File: config.mk
export PLATFORM = sky130hd
export DESIGN_NAME = multi_queue_byte_fifo
export DESIGN_NICKNAME = d
export VERILOG_FILES = /design/src/rtl/mqbf_pkg.sv /design/src/rtl/multi_queue_byte_fifo.sv
export SDC_FILE = /design/constraint.sdc
export NUM_CORES = 2
export LEC_CHECK = 0
export BUFFER_PORTS_ARGS = -buffer_cell sky130_fd_sc_hd__buf_2
export CAP_MARGIN = 10
export CORE_MARGIN = 1
export CORE_UTILIZATION = 40
export CTS_BUF_LIST = sky130_fd_sc_hd__clkbuf_16
export DETAILED_ROUTE_END_ITERATION = 16
export PLACE_DENSITY = 0.56
export SYNTH_ARGS = -nofsm -noshare
export SYNTH_HDL_FRONTEND = slang
export SYNTH_SLANG_ARGS = --single-unit
File: constraint.sdc
create_clock -name clk -period 6.7 [get_ports clk]
set_clock_uncertainty 0.15 [all_clocks]
set_input_delay 0.335 -clock clk [delete_from_list [all_inputs] [get_ports clk]]
set_output_delay 0.335 -clock clk [all_outputs]
set_load 0.005 [all_outputs]
File: src/rtl/mqbf_pkg.sv
// ----------------------------------------------------------------------------
// mqbf_pkg
// This package holds the shared constants of the multi-queue byte FIFO: the
// operation and status codes, the register map and the reset values.
// ----------------------------------------------------------------------------
package mqbf_pkg;

	// Operation codes carried in the input tuser. Any other code acts as a query.
	localparam logic [1:0] OP_PUT   = 2'd0;
	localparam logic [1:0] OP_GET   = 2'd1;
	localparam logic [1:0] OP_QUERY = 2'd2;

	// Status codes carried in the output tuser.
	localparam logic [1:0] ST_DONE    = 2'd0;
	localparam logic [1:0] ST_REFUSED = 2'd1;
	localparam logic [1:0] ST_BAD     = 2'd2;

	// Register map of the configuration channel.
	localparam int unsigned CFG_IDX_W   = 3;
	localparam logic [CFG_IDX_W-1:0] CFG_ENABLE     = 3'd0;
	localparam logic [CFG_IDX_W-1:0] CFG_SIZE_FIRST = 3'd1;
	localparam logic [CFG_IDX_W-1:0] CFG_SIZE_LAST  = 3'd4;

	// Queues that own registers, and the register widths.
	localparam int unsigned REG_QUEUES = 4;
	localparam int unsigned SIZE_W     = 3;
	localparam int unsigned CFG_DATA_W = 8;

	// Reset value of a size register: 64 bytes.
	localparam logic [SIZE_W-1:0] SIZE_RESET = 3'd6;

	// Field widths.
	localparam int unsigned BYTE_W  = 8;
	localparam int unsigned QID_W   = 8;
	localparam int unsigned COUNT_W = 7;

	// Defaults of the top-level parameters.
	localparam int unsigned DEF_NUM_QUEUES      = 4;
	localparam int unsigned DEF_MAX_QUEUE_DEPTH = 64;

endpackage

File: src/rtl/multi_queue_byte_fifo.sv
// ----------------------------------------------------------------------------
// multi_queue_byte_fifo
// Several circular byte queues in one shared byte memory, each with its own
// power-of-two capacity, served by put, get and query requests.
// ----------------------------------------------------------------------------
// Usage:
// A request beat on the s_ channel carries the operation in s_tuser and the
// queue id and the byte to put in s_tdata. Every request gives exactly one
// response beat on the m_ channel: the status in m_tuser, and the byte read
// with the used and free counts of that queue in m_tdata.
// Requests are taken one per cycle while no response is stalled. The
// response is valid in the cycle after its request, since the byte memory
// has a registered read port; that read register is the output register.
// Pointers and fill counts sit in flops and are updated in the cycle of the
// request, so a get right after a put to the same slot reads the freshly
// written byte from the memory. When the receiver stalls, the response is
// held and s_tready drops until the response beat is taken; s_tready is
// high when the output register is empty or being emptied in the same cycle.
// Reset empties every queue, clears the enable mask and sets all sizes to
// 64 bytes. The byte memory is not cleared. The configuration channel is
// always ready; writing a register empties the queues it concerns, and the
// user must do so only while no request is in flight; it is not enforced.
// ----------------------------------------------------------------------------
module multi_queue_byte_fifo #(
	parameter int unsigned NUM_QUEUES      = mqbf_pkg::DEF_NUM_QUEUES,
	parameter int unsigned MAX_QUEUE_DEPTH = mqbf_pkg::DEF_MAX_QUEUE_DEPTH
) (
	input  logic        clk,
	input  logic        arst_n,
	// Request channel.
	input  logic        s_tvalid,
	output logic        s_tready,
	input  logic [15:0] s_tdata,   // queue_id[7:0], write_data[15:8]
	input  logic [1:0]  s_tuser,   // operation[1:0]
	// Response channel.
	output logic        m_tvalid,
	input  logic        m_tready,
	output logic [23:0] m_tdata,   // read_data[7:0], used_count[14:8],
	                               // free_count[21:15], zero[23:22]
	output logic [1:0]  m_tuser,   // status[1:0]
	// Configuration write channel.
	input  logic        cfg_valid,
	output logic        cfg_ready,
	input  logic [mqbf_pkg::CFG_IDX_W-1:0]  cfg_index,
	input  logic [mqbf_pkg::CFG_DATA_W-1:0] cfg_data
);

	// Queues that can actually exist, and the derived widths.
	localparam int unsigned NQ    = (NUM_QUEUES < mqbf_pkg::REG_QUEUES) ?
	                                NUM_QUEUES : mqbf_pkg::REG_QUEUES;
	localparam int unsigned QIW   = (NQ > 1) ? $clog2(NQ) : 1;
	localparam int unsigned PW    = $clog2(MAX_QUEUE_DEPTH);
	localparam int unsigned CW    = PW + 1;
	localparam int unsigned DEPTH = NQ * MAX_QUEUE_DEPTH;
	localparam int unsigned AW    = $clog2(DEPTH);

	// Configuration registers.
	logic [mqbf_pkg::REG_QUEUES-1:0] enable_q;
	logic [mqbf_pkg::SIZE_W-1:0]     size_q [mqbf_pkg::REG_QUEUES];

	// Per-queue pointers and fill counts.
	logic [PW-1:0] wr_ptr_q [NQ];
	logic [PW-1:0] rd_ptr_q [NQ];
	logic [CW-1:0] fill_q   [NQ];

	// Shared byte memory and its registered read data.
	logic [mqbf_pkg::BYTE_W-1:0] store_mem [DEPTH];
	logic [mqbf_pkg::BYTE_W-1:0] rd_data_q;

	// Output register fields.
	logic                         out_valid_q;
	logic [1:0]                   status_q;
	logic [mqbf_pkg::COUNT_W-1:0] used_q;
	logic [mqbf_pkg::COUNT_W-1:0] free_q;

	// Request decode.
	logic                         accept;
	logic [1:0]                   op;
	logic [mqbf_pkg::QID_W-1:0]   qid;
	logic [mqbf_pkg::BYTE_W-1:0]  wr_byte;
	logic [QIW-1:0]               qi;
	logic                         queue_ok;
	logic [mqbf_pkg::SIZE_W-1:0]  sz;
	logic [CW-1:0]                cap;
	logic [PW-1:0]                mask;
	logic [CW-1:0]                fill_cur;
	logic [PW-1:0]                wr_ptr_cur;
	logic [PW-1:0]                rd_ptr_cur;
	logic                         do_put;
	logic                         do_get;
	logic                         refused;
	logic [CW-1:0]                fill_nxt;
	logic [AW-1:0]                base_addr;
	logic [AW-1:0]                wr_addr;
	logic [AW-1:0]                rd_addr;
	logic [1:0]                   status_nxt;

	assign op      = s_tuser;
	assign qid     = s_tdata[7:0];
	assign wr_byte = s_tdata[15:8];
	assign qi      = qid[QIW-1:0];

	// The output register takes a new beat when empty or being drained.
	assign s_tready = !out_valid_q || m_tready;
	assign accept   = s_tvalid && s_tready;
	assign cfg_ready = 1'b1;

	// Queue lookup, capacity and the put or get decision.
	always_comb begin
		queue_ok = (32'(qid) < NQ) && enable_q[qid[1:0]];
		sz       = size_q[qid[1:0]];
		if (32'(sz) > PW) begin
			cap = CW'(MAX_QUEUE_DEPTH);
		end else begin
			cap = CW'(1) << sz;
		end
		mask       = PW'(cap - CW'(1));
		fill_cur   = fill_q[qi];
		wr_ptr_cur = wr_ptr_q[qi];
		rd_ptr_cur = rd_ptr_q[qi];
		do_put  = 1'b0;
		do_get  = 1'b0;
		refused = 1'b0;
		case (op)
			mqbf_pkg::OP_PUT: begin
				if (fill_cur >= cap) refused = 1'b1;
				else do_put = 1'b1;
			end
			mqbf_pkg::OP_GET: begin
				if (fill_cur == '0) refused = 1'b1;
				else do_get = 1'b1;
			end
			default: begin
			end
		endcase
		do_put  = do_put && queue_ok;
		do_get  = do_get && queue_ok;
		fill_nxt = fill_cur;
		if (do_put) fill_nxt = fill_cur + CW'(1);
		if (do_get) fill_nxt = fill_cur - CW'(1);
		if (!queue_ok) status_nxt = mqbf_pkg::ST_BAD;
		else if (refused) status_nxt = mqbf_pkg::ST_REFUSED;
		else status_nxt = mqbf_pkg::ST_DONE;
		base_addr = AW'(qi) << PW;
		wr_addr   = base_addr | AW'(wr_ptr_cur & mask);
		rd_addr   = base_addr | AW'(rd_ptr_cur & mask);
	end

	// Byte memory: one write port and one registered read port.
	always_ff @(posedge clk) begin
		if (accept && do_put) begin
			store_mem[wr_addr] <= wr_byte;
		end
	end

	// Output register payload; the read data register is the memory output.
	always_ff @(posedge clk) begin
		if (accept) begin
			if (do_get) rd_data_q <= store_mem[rd_addr];
			else rd_data_q <= '0;
			status_q <= status_nxt;
			if (queue_ok) begin
				used_q <= mqbf_pkg::COUNT_W'(fill_nxt);
				free_q <= mqbf_pkg::COUNT_W'(cap - fill_nxt);
			end else begin
				used_q <= '0;
				free_q <= '0;
			end
		end
	end

	// Output valid flag.
	always_ff @(posedge clk or negedge arst_n) begin
		if (!arst_n) begin
			out_valid_q <= 1'b0;
		end else if (accept) begin
			out_valid_q <= 1'b1;
		end else if (m_tready) begin
			out_valid_q <= 1'b0;
		end
	end

	// Pointers, fill counts and configuration registers. Requests update the
	// addressed queue; a register write empties the queues it touches.
	always_ff @(posedge clk or negedge arst_n) begin
		if (!arst_n) begin
			enable_q <= '0;
			for (int i = 0; i < mqbf_pkg::REG_QUEUES; i++) begin
				size_q[i] <= mqbf_pkg::SIZE_RESET;
			end
			for (int i = 0; i < NQ; i++) begin
				wr_ptr_q[i] <= '0;
				rd_ptr_q[i] <= '0;
				fill_q[i]   <= '0;
			end
		end else begin
			if (accept && (do_put || do_get)) begin
				fill_q[qi] <= fill_nxt;
				if (do_put) wr_ptr_q[qi] <= (wr_ptr_cur + PW'(1)) & mask;
				if (do_get) rd_ptr_q[qi] <= (rd_ptr_cur + PW'(1)) & mask;
			end
			if (cfg_valid && cfg_ready) begin
				case (cfg_index) inside
					mqbf_pkg::CFG_ENABLE: begin
						enable_q <= cfg_data[mqbf_pkg::REG_QUEUES-1:0];
						for (int i = 0; i < NQ; i++) begin
							if (cfg_data[i] != enable_q[i]) begin
								wr_ptr_q[i] <= '0;
								rd_ptr_q[i] <= '0;
								fill_q[i]   <= '0;
							end
						end
					end
					[mqbf_pkg::CFG_SIZE_FIRST:mqbf_pkg::CFG_SIZE_LAST]: begin
						size_q[2'(cfg_index - mqbf_pkg::CFG_SIZE_FIRST)] <=
							cfg_data[mqbf_pkg::SIZE_W-1:0];
						for (int i = 0; i < NQ; i++) begin
							if (32'(cfg_index - mqbf_pkg::CFG_SIZE_FIRST) == i) begin
								wr_ptr_q[i] <= '0;
								rd_ptr_q[i] <= '0;
								fill_q[i]   <= '0;
							end
						end
					end
					default: begin
					end
				endcase
			end
		end
	end

	// Response beat.
	assign m_tvalid = out_valid_q;
	assign m_tuser  = status_q;
	assign m_tdata  = {2'b00, free_q, used_q, rd_data_q};

	// The addressed queue never holds more than its capacity.
	a_fill_in_range: assert property (@(posedge clk) disable iff (!arst_n)
		accept && queue_ok |-> fill_cur <= cap)
		else $error("fill count exceeds queue capacity");

	// Pointer distance agrees with the stored fill count.
	a_ptr_matches_fill: assert property (@(posedge clk) disable iff (!arst_n)
		accept && queue_ok |->
		((wr_ptr_cur - rd_ptr_cur) & mask) == (PW'(fill_cur) & mask))
		else $error("pointers disagree with fill count");

	// A request to a missing queue answers with a bad status and zero fields.
	a_bad_queue_zero: assert property (@(posedge clk) disable iff (!arst_n)
		accept && !queue_ok |=> m_tuser == mqbf_pkg::ST_BAD && m_tdata == '0)
		else $error("bad queue response carries data");

	// A stalled response blocks new requests.
	a_stall_blocks: assert property (@(posedge clk) disable iff (!arst_n)
		m_tvalid && !m_tready |-> !s_tready)
		else $error("request taken while response is stalled");

	// A successful put raises the used count by one.
	a_put_counts: assert property (@(posedge clk) disable iff (!arst_n)
		accept && do_put |=>
		m_tdata[14:8] == mqbf_pkg::COUNT_W'($past(fill_cur) + CW'(1)))
		else $error("put did not advance used count");

endmodule
==> results.toml <==
[timing]
tns_ns = 0
period_needed_ns = 6.146
max_clock_freq_mhz = 162.7
timing.hold.ws_ns = -0.008144
rsz0062_at_grt = "no"
timing.final.crit_share = 0.9173
max_slew_margin = 0.1397
final-setup-viol-count = 0
worst_pin_slew_ns = 1.290
finalMaxSlewViolations = 0
hold_viol_final = 3

[worst_setup_path]
worst_setup_path_end_kind = "flop"
start_kind = "flop"
required_ns = 7.14
cp_max_fo = 15
critPathArrivalTime_ns = 6.59
worstRegToRegCells = 13
critPathKind = "reg2reg"
regToRegSetupSlack_ns = 0.55

[grt]
antenna_found_initial = 9
grt_pass1_vias = 45700
grt_pass1_wl_mm = 361.1
grt_start_max_net_pins = 173
grt_use_total = 0.2364
grt-ovfl-total = 0

[die]
die_w_um = 467.0
coreArea_um2 = 214800
dieArea_um2 = 218100
rows = 170
pin_count = 63
die_y_um = 467.0
start_util = 0.4027

[synth]
synth_area_um2 = 86510
synth_edf_count = 2072
synth_most_common_cell = "edfxtp_1"
seq_area_frac_synth = 0.7463
avgSynthCellArea_um2 = 18.84
async_reset_ff_frac = 0.04296
ys_warn_count = 0
synth_common_cells = "edfxtp_1 (2,072), mux4_2 (441), nor2_1 (438), nand2_1 (333), a21oi_1 (114)"
synth_top_area_frac = 0.7192
yosysUniqueCellTypes = 84
ys.flop_type = "edfxtp_1"
synth_top_cells_by_area = "edfxtp_1 (72%), mux4_2 (11%), dfrtp_1 (2.5%)"
synthCells = 4591
synth_area_leader_cell = "edfxtp_1"
synth_seq_cells = 2165

[placement]
place_hpwl_mm = 163.0
gp_congestion = 0.8942
dpl-instance-area_um2 = 90960
io_buffers = 55

[cts]
clkTransAtPathRegs_ns = 0.06
numClockSinks = 2165
cts_root_buf = "clkbuf_16"
cts_max_level = 4
numCtsBuffers = 215
clkLatencyLatePin_ns = 0.86
cts_setup_buffers = 0
cts_tree = "done"
clockBufferDepth = 3

[job]
drv_cap = 0

[hold_path]
hp-class = "in2reg"
whs_path_depth = 1

[final_layout]
final_layout_size_suffix_gt1_frac = 0.2143
num-nets-final = 4925
fillers = 18280
area_growth_pct = 13.20
finalInstanceArea_um2 = 97930

[route]
drtAntennaViolNets = 0
drt_iter0_markers = 6288
via_count = 47270
avgViaCountPerCell = 5.990
wirelength_mm = 259.7
dr.pass1.iters = 9
drc = 0
routedWlPerCell_um = 32.90

[run_status]
outcome = "finished, violations left"
violations = "hold timing"

[pwr]
p_leak_nw = 31.72
p_per_area_nw_per_um2 = 277.0
peakVddDrop_v = 0.0002917
==> report_power, final <==
part           leakage, nW  internal (mW)  switching, mW  total [mW]
clock                 3.51           6.40           5.21        11.6
sequential            19.9           14.9         0.0259        14.9
combinational         8.33          0.162          0.464       0.626
total                 31.7           21.4           5.70        27.1
==> final cells by class <==
cell class | count | area [um^2] | area share
flip-flops and latches | 2165 | 64560 | 0.6592
repair buffers | 319 | 2764 | 0.02822
inverters | 21 | 78.83 | 0.0008049
well taps | 2838 | 3551 | 0.03626
clock buffers | 217 | 5430 | 0.05545
multi-input cells | 2148 | 20270 | 0.2070
clock inverters | 180 | 1271 | 0.01298
diodes | 4 | 10.01 | 0.0001022
==> sequential cells by signal, indices dropped and copies added, names as in the netlist, 4 cells and up <==
register and cells:
store_mem 2048, fill_q 28, rd_ptr_q 24, wr_ptr_q 24, size_q 12, rd_data_q 8
free_q 7, used_q 7, enable_q 4
==> layout by cell type, fill, tap and decap left out, types with 11 or more instances in the layout <==
cell type,n
edfxtp_1,2072
mux4_2,441
nor2_1,430
nand2_1,331
clkbuf_16,217
buf_4,211
a21oi_1,114
nand3_1,113
mux2i_1,108
dfrtp_1,85
inv_1,78
o21ai_0,63
a22oi_1,57
clkinv_1,53
buf_2,46
o22ai_1,43
mux4_1,39
clkinv_2,39
nor3_1,35
a31oi_1,33
nand4_1,28
buf_12,28
dlygate4sd3_1,24
and3_1,23
ha_1,20
xnor2_1,19
mux2_2,18
a211oi_1,16
nand2b_1,14
bufinv_16,14
nor4_1,13
nor2b_1,12
o21ai_1,11
==> through the flow <==
stage | utilization | setup slack (ns) | cells | power, mW
finish | 0.4558 | 0.5541 | 7892 | 27.12
global route | 0.4558 | 0.5217 | 7888 | 27.80
CTS | 0.4558 | 0.7637 | 7888 | 27.29
detailed placement | 0.4234 | 0.4610 | 7466 | 15.79
global placement | 0.4232 | 0.5358 | 7464 | 15.77
floorplan | - | 1.450 | 4592 | 15.39
==> worst max-delay path: stages, from the launching register on <==
cell      delay, ns
dfrtp_1        0.39
mux4_2         0.61
nor2_1         0.16
buf_4          0.14
nand2_1        0.12
ha_1           0.35
or4b_1         0.61
a311o_1        0.53
nand2_2        0.56
nand2_1        0.51
o311ai_0       1.10
buf_4          0.25
and4_1         0.29
a31oi_1        0.12
==> cell families (layout without fill, tap and decap cells) <==
group           after synthesis  after routing  share of synthesized area
buf+inv                     279            737                    0.02067
fa+ha+maj                    23             23                   0.003356
mux                         609            609                     0.1420
flops                      2165           2165                     0.7463
simple gates               1047           1047                    0.05182
other cells                   2              7                 0.00008681
compound gates              440            440                    0.03315
xor+xnor                     26             26                   0.002632
==> final timing paths <==
path | startpoint | endpoint
setup / recovery | size_q[0]$_DFFE_PN0P_ | rd_data_q[7]$_SDFFCE_PN0P_
setup reg to reg | size_q[0]$_DFFE_PN0P_ | rd_data_q[7]$_SDFFCE_PN0P_
hold / removal | s_tdata[9] | store_mem[144][1]$_DFFE_PP_
min in group asynchronous | arst_n | rd_ptr_q[2]$_DFF_PN0_
max in group asynchronous | arst_n | fill_q[18]$_DFF_PN0_
hold reg to reg | fill_q[24]$_DFF_PN0_ | fill_q[24]$_DFF_PN0_
==> metal layers <==
| metal | up-vias | share of wire | track usage |
|---|---|---|---|
| li1 | 19130 | - | - |
| met1 | 25140 | 0.42 | 0.3402 |
| met2 | 2528 | 0.45 | 0.3555 |
| met3 | 475 | 0.096 | 0.05236 |
| met4 | 6 | 0.035 | 0.08036 |
| met5 | - | 0.00015 | 0 |
==> timing repair <==
item | CTS | global route
hold buffers | 25 | 0
resized for setup | 0 | 0
endpoints found under the hold margin | 141 | 0
Note: power is estimated with default switching activity, not from simulation.
